[config.mk]
export PLATFORM = sky130hd
export DESIGN_NAME = best_fit_bin_packer
export DESIGN_NICKNAME = d
export VERILOG_FILES = /design/src/sv/bfbp_pkg.sv /design/src/sv/best_fit_bin_packer.sv /design/src/sv/bfbp_ram.sv /design/src/sv/bfbp_seq.sv
export SDC_FILE = /design/constraint.sdc
export NUM_CORES = 1
export LEC_CHECK = 0
export BUFFER_PORTS_ARGS = -buffer_cell sky130_fd_sc_hd__clkbuf_2
export CORE_AREA = 2 2 317 319
export CTS_CLUSTER_SIZE = 28
export DETAILED_ROUTE_END_ITERATION = 12
export DIE_AREA = 0 0 319 321
export PLACE_DENSITY_LB_ADDON = 0.08
export SKIP_LAST_GASP = 1
export SLEW_MARGIN = 20
export SYNTH_ARGS = -nofsm -noshare
export SYNTH_HDL_FRONTEND = slang
export SYNTH_SLANG_ARGS = --single-unit
[constraint.sdc]
create_clock -name clk -period 15 [get_ports clk]
set_clock_uncertainty 0.15 [all_clocks]
set_input_delay 0.75 -clock clk [delete_from_list [all_inputs] [get_ports clk]]
set_output_delay 0.75 -clock clk [all_outputs]
set_load 0.01 [all_outputs]
[src/sv/bfbp_pkg.sv]
// Package for the best-fit bin packer: value widths, status codes,
// sequencer states and the result word passed from sequencer to top level.
// No dependencies.
package bfbp_pkg;

    localparam int SIZE_BITS    = 16;
    localparam int VAL_W        = SIZE_BITS + 1;
    localparam int BIN_W        = 6;
    localparam int MAX_BINS_DEF = 64;

    localparam logic [VAL_W-1:0] CAP_RESET = VAL_W'(1) << SIZE_BITS;

    typedef enum logic [1:0] {
        STAT_PLACED  = 2'd0,
        STAT_NO_BIN  = 2'd1,
        STAT_TOO_BIG = 2'd2
    } status_t;

    typedef enum logic [2:0] {
        S_IDLE,
        S_CHECK,
        S_SCAN,
        S_WAIT,
        S_DECIDE,
        S_DONE
    } state_t;

    typedef struct packed {
        logic [BIN_W-1:0] bin;
        logic [VAL_W-1:0] rem;
        logic             opened;
        status_t          status;
    } res_t;

endpackage

[src/sv/best_fit_bin_packer.sv]
// Online best-fit bin packer. Each item_size word is placed in the open bin
// with the least remaining capacity that still holds it (lowest bin on a
// tie); if none holds it the next bin opens with bin_capacity, unless all
// MAX_BINS are open. An item passes the check, scan, wait, decide and done
// states before the next is taken; scan and wait are skipped with no bin
// open, and an item larger than the capacity goes from check to done. The
// scan walks the single read port of the capacity store one open bin a
// cycle past one shared pair of comparators. The result word sits in an
// output register, so a new item is taken while the previous result
// waits. Write bin_capacity only while the block is idle. No clearing pass
// after reset. Depends on bfbp_pkg, bfbp_ram and bfbp_seq.
module best_fit_bin_packer
    import bfbp_pkg::*;
#(
    parameter int MAX_BINS = MAX_BINS_DEF
)
(
    input  logic             clk,
    input  logic             rst_n,
    input  logic             cfg_wr_en,
    input  logic [VAL_W-1:0] cfg_wr_data,
    input  logic             in_valid,
    output logic             in_ready,
    input  logic [VAL_W-1:0] item_size,
    output logic             out_valid,
    input  logic             out_ready,
    output logic [BIN_W-1:0] bin_number,
    output logic [VAL_W-1:0] remaining_after,
    output logic             opened_new,
    output logic [1:0]       status
);

    localparam int IDX_W = $clog2(MAX_BINS);

    logic [VAL_W-1:0] cap_reg;
    logic             out_valid_reg;
    res_t             out_res_reg;

    logic             res_valid;
    logic             res_ready;
    res_t             res;
    logic             ram_we;
    logic [IDX_W-1:0] ram_waddr;
    logic [VAL_W-1:0] ram_wdata;
    logic             ram_re;
    logic [IDX_W-1:0] ram_raddr;
    logic [VAL_W-1:0] ram_rdata;

    always_ff @(posedge clk or negedge rst_n)
    begin
        if (!rst_n)
        begin
            cap_reg <= CAP_RESET;
        end
        else if (cfg_wr_en)
        begin
            cap_reg <= cfg_wr_data;
        end
    end

    // output slot is free when empty or being drained this cycle
    assign res_ready = !out_valid_reg || out_ready;

    always_ff @(posedge clk or negedge rst_n)
    begin
        if (!rst_n)
        begin
            out_valid_reg <= 1'b0;
        end
        else if (res_ready)
        begin
            out_valid_reg <= res_valid;
        end
    end

    always_ff @(posedge clk)
    begin
        if (res_valid && res_ready)
        begin
            out_res_reg <= res;
        end
    end

    bfbp_seq #(
        .MAX_BINS (MAX_BINS)
    ) u_seq (
        .clk       (clk),
        .rst_n     (rst_n),
        .in_valid  (in_valid),
        .in_ready  (in_ready),
        .item      (item_size),
        .cap       (cap_reg),
        .res_valid (res_valid),
        .res_ready (res_ready),
        .res       (res),
        .ram_we    (ram_we),
        .ram_waddr (ram_waddr),
        .ram_wdata (ram_wdata),
        .ram_re    (ram_re),
        .ram_raddr (ram_raddr),
        .ram_rdata (ram_rdata)
    );

    bfbp_ram #(
        .DEPTH (MAX_BINS)
    ) u_ram (
        .clk   (clk),
        .we    (ram_we),
        .waddr (ram_waddr),
        .wdata (ram_wdata),
        .re    (ram_re),
        .raddr (ram_raddr),
        .rdata (ram_rdata)
    );

    assign out_valid       = out_valid_reg;
    assign bin_number      = out_res_reg.bin;
    assign remaining_after = out_res_reg.rem;
    assign opened_new      = out_res_reg.opened;
    assign status          = out_res_reg.status;

endmodule

[src/sv/bfbp_ram.sv]
// Remaining-capacity store of the best-fit bin packer: one write port and
// one registered read port. Uses bfbp_pkg for the value width.
module bfbp_ram
    import bfbp_pkg::*;
#(
    parameter  int DEPTH = MAX_BINS_DEF,
    localparam int AW    = $clog2(DEPTH)
)
(
    input  logic             clk,
    input  logic             we,
    input  logic [AW-1:0]    waddr,
    input  logic [VAL_W-1:0] wdata,
    input  logic             re,
    input  logic [AW-1:0]    raddr,
    output logic [VAL_W-1:0] rdata
);

    logic [VAL_W-1:0] mem [DEPTH];
    logic [VAL_W-1:0] rdata_reg;

    always_ff @(posedge clk)
    begin
        if (we)
        begin
            mem[waddr] <= wdata;
        end
    end

    always_ff @(posedge clk)
    begin
        if (re)
        begin
            rdata_reg <= mem[raddr];
        end
    end

    assign rdata = rdata_reg;

endmodule

[src/sv/bfbp_seq.sv]
// Sequencer of the best-fit bin packer: walks the open bins through the
// capacity store, keeps the best fit with one shared comparator pair and
// one shared subtractor, and updates the store. Uses bfbp_pkg.
module bfbp_seq
    import bfbp_pkg::*;
#(
    parameter  int MAX_BINS = MAX_BINS_DEF,
    localparam int IDX_W    = $clog2(MAX_BINS),
    localparam int OPEN_W   = $clog2(MAX_BINS + 1)
)
(
    input  logic             clk,
    input  logic             rst_n,
    input  logic             in_valid,
    output logic             in_ready,
    input  logic [VAL_W-1:0] item,
    input  logic [VAL_W-1:0] cap,
    output logic             res_valid,
    input  logic             res_ready,
    output res_t             res,
    output logic             ram_we,
    output logic [IDX_W-1:0] ram_waddr,
    output logic [VAL_W-1:0] ram_wdata,
    output logic             ram_re,
    output logic [IDX_W-1:0] ram_raddr,
    input  logic [VAL_W-1:0] ram_rdata
);

    state_t             state_reg, state_next;
    logic [VAL_W-1:0]   item_reg, item_next;
    logic [IDX_W-1:0]   addr_reg, addr_next;
    logic [OPEN_W-1:0]  open_reg, open_next;
    logic               pend_reg, pend_next;
    logic [IDX_W-1:0]   pend_idx_reg, pend_idx_next;
    logic               found_reg, found_next;
    logic [IDX_W-1:0]   best_idx_reg, best_idx_next;
    logic [VAL_W-1:0]   best_rem_reg, best_rem_next;
    res_t               res_reg, res_next;

    logic               fits;
    logic               better;
    logic [VAL_W-1:0]   sub_a;
    logic [VAL_W-1:0]   sub_res;

    function automatic logic [BIN_W-1:0] to_bin(input logic [IDX_W-1:0] idx);
        logic [IDX_W+BIN_W-1:0] wide;
        wide = {{BIN_W{1'b0}}, idx};
        return wide[BIN_W-1:0];
    endfunction

    // shared compare and subtract
    assign fits    = (ram_rdata >= item_reg);
    assign better  = !found_reg || (ram_rdata < best_rem_reg);
    assign sub_a   = found_reg ? best_rem_reg : cap;
    assign sub_res = sub_a - item_reg;

    always_ff @(posedge clk or negedge rst_n)
    begin
        if (!rst_n)
        begin
            state_reg <= S_IDLE;
            open_reg  <= '0;
            pend_reg  <= 1'b0;
            found_reg <= 1'b0;
        end
        else
        begin
            state_reg <= state_next;
            open_reg  <= open_next;
            pend_reg  <= pend_next;
            found_reg <= found_next;
        end
    end

    always_ff @(posedge clk)
    begin
        item_reg     <= item_next;
        addr_reg     <= addr_next;
        pend_idx_reg <= pend_idx_next;
        best_idx_reg <= best_idx_next;
        best_rem_reg <= best_rem_next;
        res_reg      <= res_next;
    end

    always_comb
    begin
        state_next    = state_reg;
        item_next     = item_reg;
        addr_next     = addr_reg;
        open_next     = open_reg;
        pend_next     = 1'b0;
        pend_idx_next = pend_idx_reg;
        found_next    = found_reg;
        best_idx_next = best_idx_reg;
        best_rem_next = best_rem_reg;
        res_next      = res_reg;
        in_ready      = 1'b0;
        res_valid     = 1'b0;
        ram_re        = 1'b0;
        ram_raddr     = addr_reg;
        ram_we        = 1'b0;
        ram_waddr     = best_idx_reg;
        ram_wdata     = sub_res;

        // read data of the previous cycle: keep it if it is a tighter fit
        if (pend_reg && fits && better)
        begin
            found_next    = 1'b1;
            best_idx_next = pend_idx_reg;
            best_rem_next = ram_rdata;
        end

        case (state_reg)
            S_IDLE:
            begin
                in_ready = 1'b1;
                if (in_valid)
                begin
                    item_next  = item;
                    addr_next  = '0;
                    found_next = 1'b0;
                    state_next = S_CHECK;
                end
            end
            S_CHECK:
            begin
                if (item_reg > cap)
                begin
                    res_next   = '{bin: '0, rem: '0, opened: 1'b0, status: STAT_TOO_BIG};
                    state_next = S_DONE;
                end
                else if (open_reg == '0)
                begin
                    state_next = S_DECIDE;
                end
                else
                begin
                    state_next = S_SCAN;
                end
            end
            S_SCAN:
            begin
                ram_re        = 1'b1;
                pend_next     = 1'b1;
                pend_idx_next = addr_reg;
                addr_next     = addr_reg + 1'b1;
                if (OPEN_W'(addr_reg) == open_reg - 1'b1)
                begin
                    state_next = S_WAIT;
                end
            end
            S_WAIT:
            begin
                // last read word is compared in this cycle
                state_next = S_DECIDE;
            end
            S_DECIDE:
            begin
                if (found_reg)
                begin
                    ram_we    = 1'b1;
                    ram_waddr = best_idx_reg;
                    res_next  = '{bin: to_bin(best_idx_reg), rem: sub_res,
                                  opened: 1'b0, status: STAT_PLACED};
                end
                else if (open_reg == OPEN_W'(MAX_BINS))
                begin
                    res_next = '{bin: '0, rem: '0, opened: 1'b0, status: STAT_NO_BIN};
                end
                else
                begin
                    ram_we    = 1'b1;
                    ram_waddr = open_reg[IDX_W-1:0];
                    open_next = open_reg + 1'b1;
                    res_next  = '{bin: to_bin(open_reg[IDX_W-1:0]), rem: sub_res,
                                  opened: 1'b1, status: STAT_PLACED};
                end
                state_next = S_DONE;
            end
            S_DONE:
            begin
                res_valid = 1'b1;
                if (res_ready)
                begin
                    state_next = S_IDLE;
                end
            end
            default:
            begin
                state_next = S_IDLE;
            end
        endcase
    end

    assign res = res_reg;

endmodule

==> impl_metrics.ini <==
[status]
status = complete, no violations

[floorplan]
dieArea_um2 = 102400
num_io_pins = 67
num_rows = 116
die_h_um = 321
coreArea_um2 = 99280
die_w_um = 319
initial_utilization_pct = 49.45

[cts]
clock_latency_ns = 0.74
cts_tree = done
post_cts.repair.setup_buffers = 0
clk_pin_slew_ns = 0.06
clockBufferDepth = 3
h-tree-depth = 4
clock-sinks = 1239
post_cts_resized = 0
root_buffer = clkbuf_16
cts_buffers = 134
hold_buffers = 11

[cells_and_area]
drive_above_1_share_pct = 24.35
largest_register_ffs = 1088
finalNetCount = 2814
final_area_um2 = 56050
syn_to_final_growth_pct = 14.17

[sta]
finalHoldViolCount = 0
fmax_mhz = 213.8
finalSetupViolCount = 0
period_share_pct = 31.19
worst_slew_margin_rel_pct = 21.78
slew_violations = 0
tns_ns = 0
tightest_slew_ns = 1.161
rsz0062_at_grt = false
post-route-min-period_ns = 4.678

[logic_synthesis]
netlist_instances = 2492
async_flop_share_pct = 2.421
ys_warn_count = 0
synth_edf_count = 1209
yosysSeqAreaShare_pct = 75.48
synth_top_flop_cell = edfxtp_1
synth_cell_types = 65
syn_area_um2 = 49090
syn_nets = 2602
ys_ff_latch = 1239
syn_area_per_cell_um2 = 19.70

[worst_setup_path]
cp_max_fo = 41
reg2reg_from = u_seq.found_reg
cp_data_required_time_ns = 15.44
cp-end-kind = flip-flop
cp.arrival_ns = 5.12
cp-start-kind = flip-flop
crit_type = reg2reg
rr_endpoint = u_seq.res[15]
crit_start = u_seq.found_reg
worstRegToRegCells = 11
reg2reg_slack_ns = 10.32

[routing]
drt_iter0_drc = 2752
drt_pass1_iterations = 6
routed_wl_um = 124500
wire_per_inst_um = 30.30
ant_nets = 0
num_vias = 25290
drc = 0
vias_per_cell = 6.155

[global_routing]
grt_start_max_net_pins = 133
busiest_layer = met2
antenna_found_initial = 1
grt_pass1_vias = 25360
grt_usage_pct = 24.69
grt_use_met1_pct = 36.98
use_met2_pct = 37.42
overflow = 0
met3_usage_pct = 3.897
grt_pass1_wl_um = 180300

[placed_design]
gp_congestion = 0.8673
port_buffers = 66
place_area_um2 = 51700
dpl.hpwl_um = 73300

[hold_path]
holdPathStages = 1
hp-class = in2reg
worstHoldStart = item_size[3]
holdPathEnd = u_seq.item_reg[3]

[flow_run]
drv_cap = 0

[power_and_ir_drop]
p_leak_uw = 0.01827
power.internal_uw = 7583
powerDensity_nw_per_um2 = 199.2
comb_power_share_pct = 27.1
p_clk_share_pct = 28.3
p_sw_share_pct = 32.10
irDropWorstVdd_uv = 124.6
seq_power_share_pct = 44.5
switching_power_uw = 3584
[through the flow]
step | cells | hold slack (ns) | util (%) | power, uW | setup slack [ns]
2_1_floorplan | 2492 | 0.2503 | - | 6746 | 9.338
3_3_place_gp | 3852 | 0.2521 | 52.01 | 7972 | 10.01
3_5_place_dp | 3855 | 0.2545 | 52.07 | 8092 | 9.966
4_1_cts | 4107 | 0.00001077 | 56.45 | 11260 | 9.920
5_1_grt | 4107 | 0.01537 | 56.46 | 11610 | 10.05
6_report | 4109 | 0.04430 | 56.46 | 11170 | 10.32
[cells in the final DEF (no fill, tap or decap), types with 17 or more instances in the layout]
cell type and instances:
edfxtp_1 1209, a21oi_1 51, nor2_1 131, a22oi_1 81, clkinv_2 19, o22ai_1 24, clkbuf_1 21, a211oi_1 17
nand3_1 34, clkinv_1 37, nand2_1 92, nor2b_1 22, mux4_2 272, dfrtp_1 29, clkbuf_16 140, clkbuf_2 66
ha_1 70, buf_4 114, o21ai_0 58, inv_1 62
[worst max-delay path by stage]
| stage | end | slack (ns) | cells past startpoint |
|---|---|---|---|
| 3_3_place_gp | u_ram.rdata[4] | 10.01 | 7 |
| 5_1_grt | u_seq.res[15] | 10.05 | 11 |
| 6_report | u_seq.res[15] | 10.32 | 11 |
| 3_5_place_dp | u_ram.mem[25][15] | 9.97 | 11 |
| 4_1_cts | u_ram.mem[26][15] | 9.92 | 11 |
| 2_1_floorplan | u_ram.mem[0][8] | 9.34 | 10 |
[cells in the mapped netlist (all sizes together) (7+ instances only)]
library cell	n	area share (%)
buf	54	0.55
mux2i	7	0.14
or2	7	0.094
xnor2	19	0.34
a211oi	18	0.28
a21o	13	0.20
nor2b	24	0.31
dfrtp	29	1.5
clkbuf	65	0.50
nor2	133	1.0
o21ai	59	0.61
nor3	15	0.15
mux4	272	12
nand2b	13	0.17
xor2	10	0.18
o221ai	9	0.16
nand2	94	0.73
and2	16	0.20
a21oi	54	0.55
inv	65	0.50
a22oi	81	1.2
ha	70	1.8
a221o	11	0.22
o22ai	24	0.31
nand3	34	0.35
edfxtp	1209	74
o41ai	8	0.14
[per-layer routing]
layer  part of all wire [%]  vias up  routed length, um
li1                       -    10680                  -
met1                     44    13540              55110
met2                     46      899              57850
met3                    6.3      176               7799
met4                    3.0        0               3747
met5                      0        -                  0
[power groups by stage]
| stage | Combinational [uW] | Clock [uW] | Sequential (uW) |
|---|---|---|---|
| after floorplan | 1680 | 0 | 5070 |
| after global placement | 2940 | 0 | 5030 |
| after detailed placement | 3050 | 0 | 5040 |
| after CTS | 3060 | 3230 | 4970 |
| after global routing | 3260 | 3360 | 4990 |
| final | 3030 | 3160 | 4970 |
[cell type report]
type | count | area [um2]
tap | 1298 | 1624
fill | 7462 | 43220
clock inverter | 80 | 649.4
antenna | 2 | 5.005
sequential | 1239 | 37060
multi-input combinational | 1068 | 11510
timing repair buffer | 195 | 1371
clock buffer | 161 | 3582
inverter | 66 | 249.0
[cell families after synthesis]
family	after synthesis	share of synthesized area (%)
flops	1239	75.48
mux	280	12.64
buf+inv	185	1.557
xor+xnor	29	0.5174
fa+ha+maj	71	1.825
simple gates	364	3.415
compound gates	324	4.560
[worst max-delay path, cell delays in order, from the launching register on]
cell      delay, ns
dfrtp_1        0.32
buf_4          0.38
clkinv_1       0.41
a21boi_0       0.40
fa_1           0.29
nand2b_1       0.14
a21oi_1        0.12
o31ai_1        0.39
nand2_1        0.23
xor2_4         0.78
buf_4          0.62
and2_1         0.22
Power figures use the tool's default switching activity.
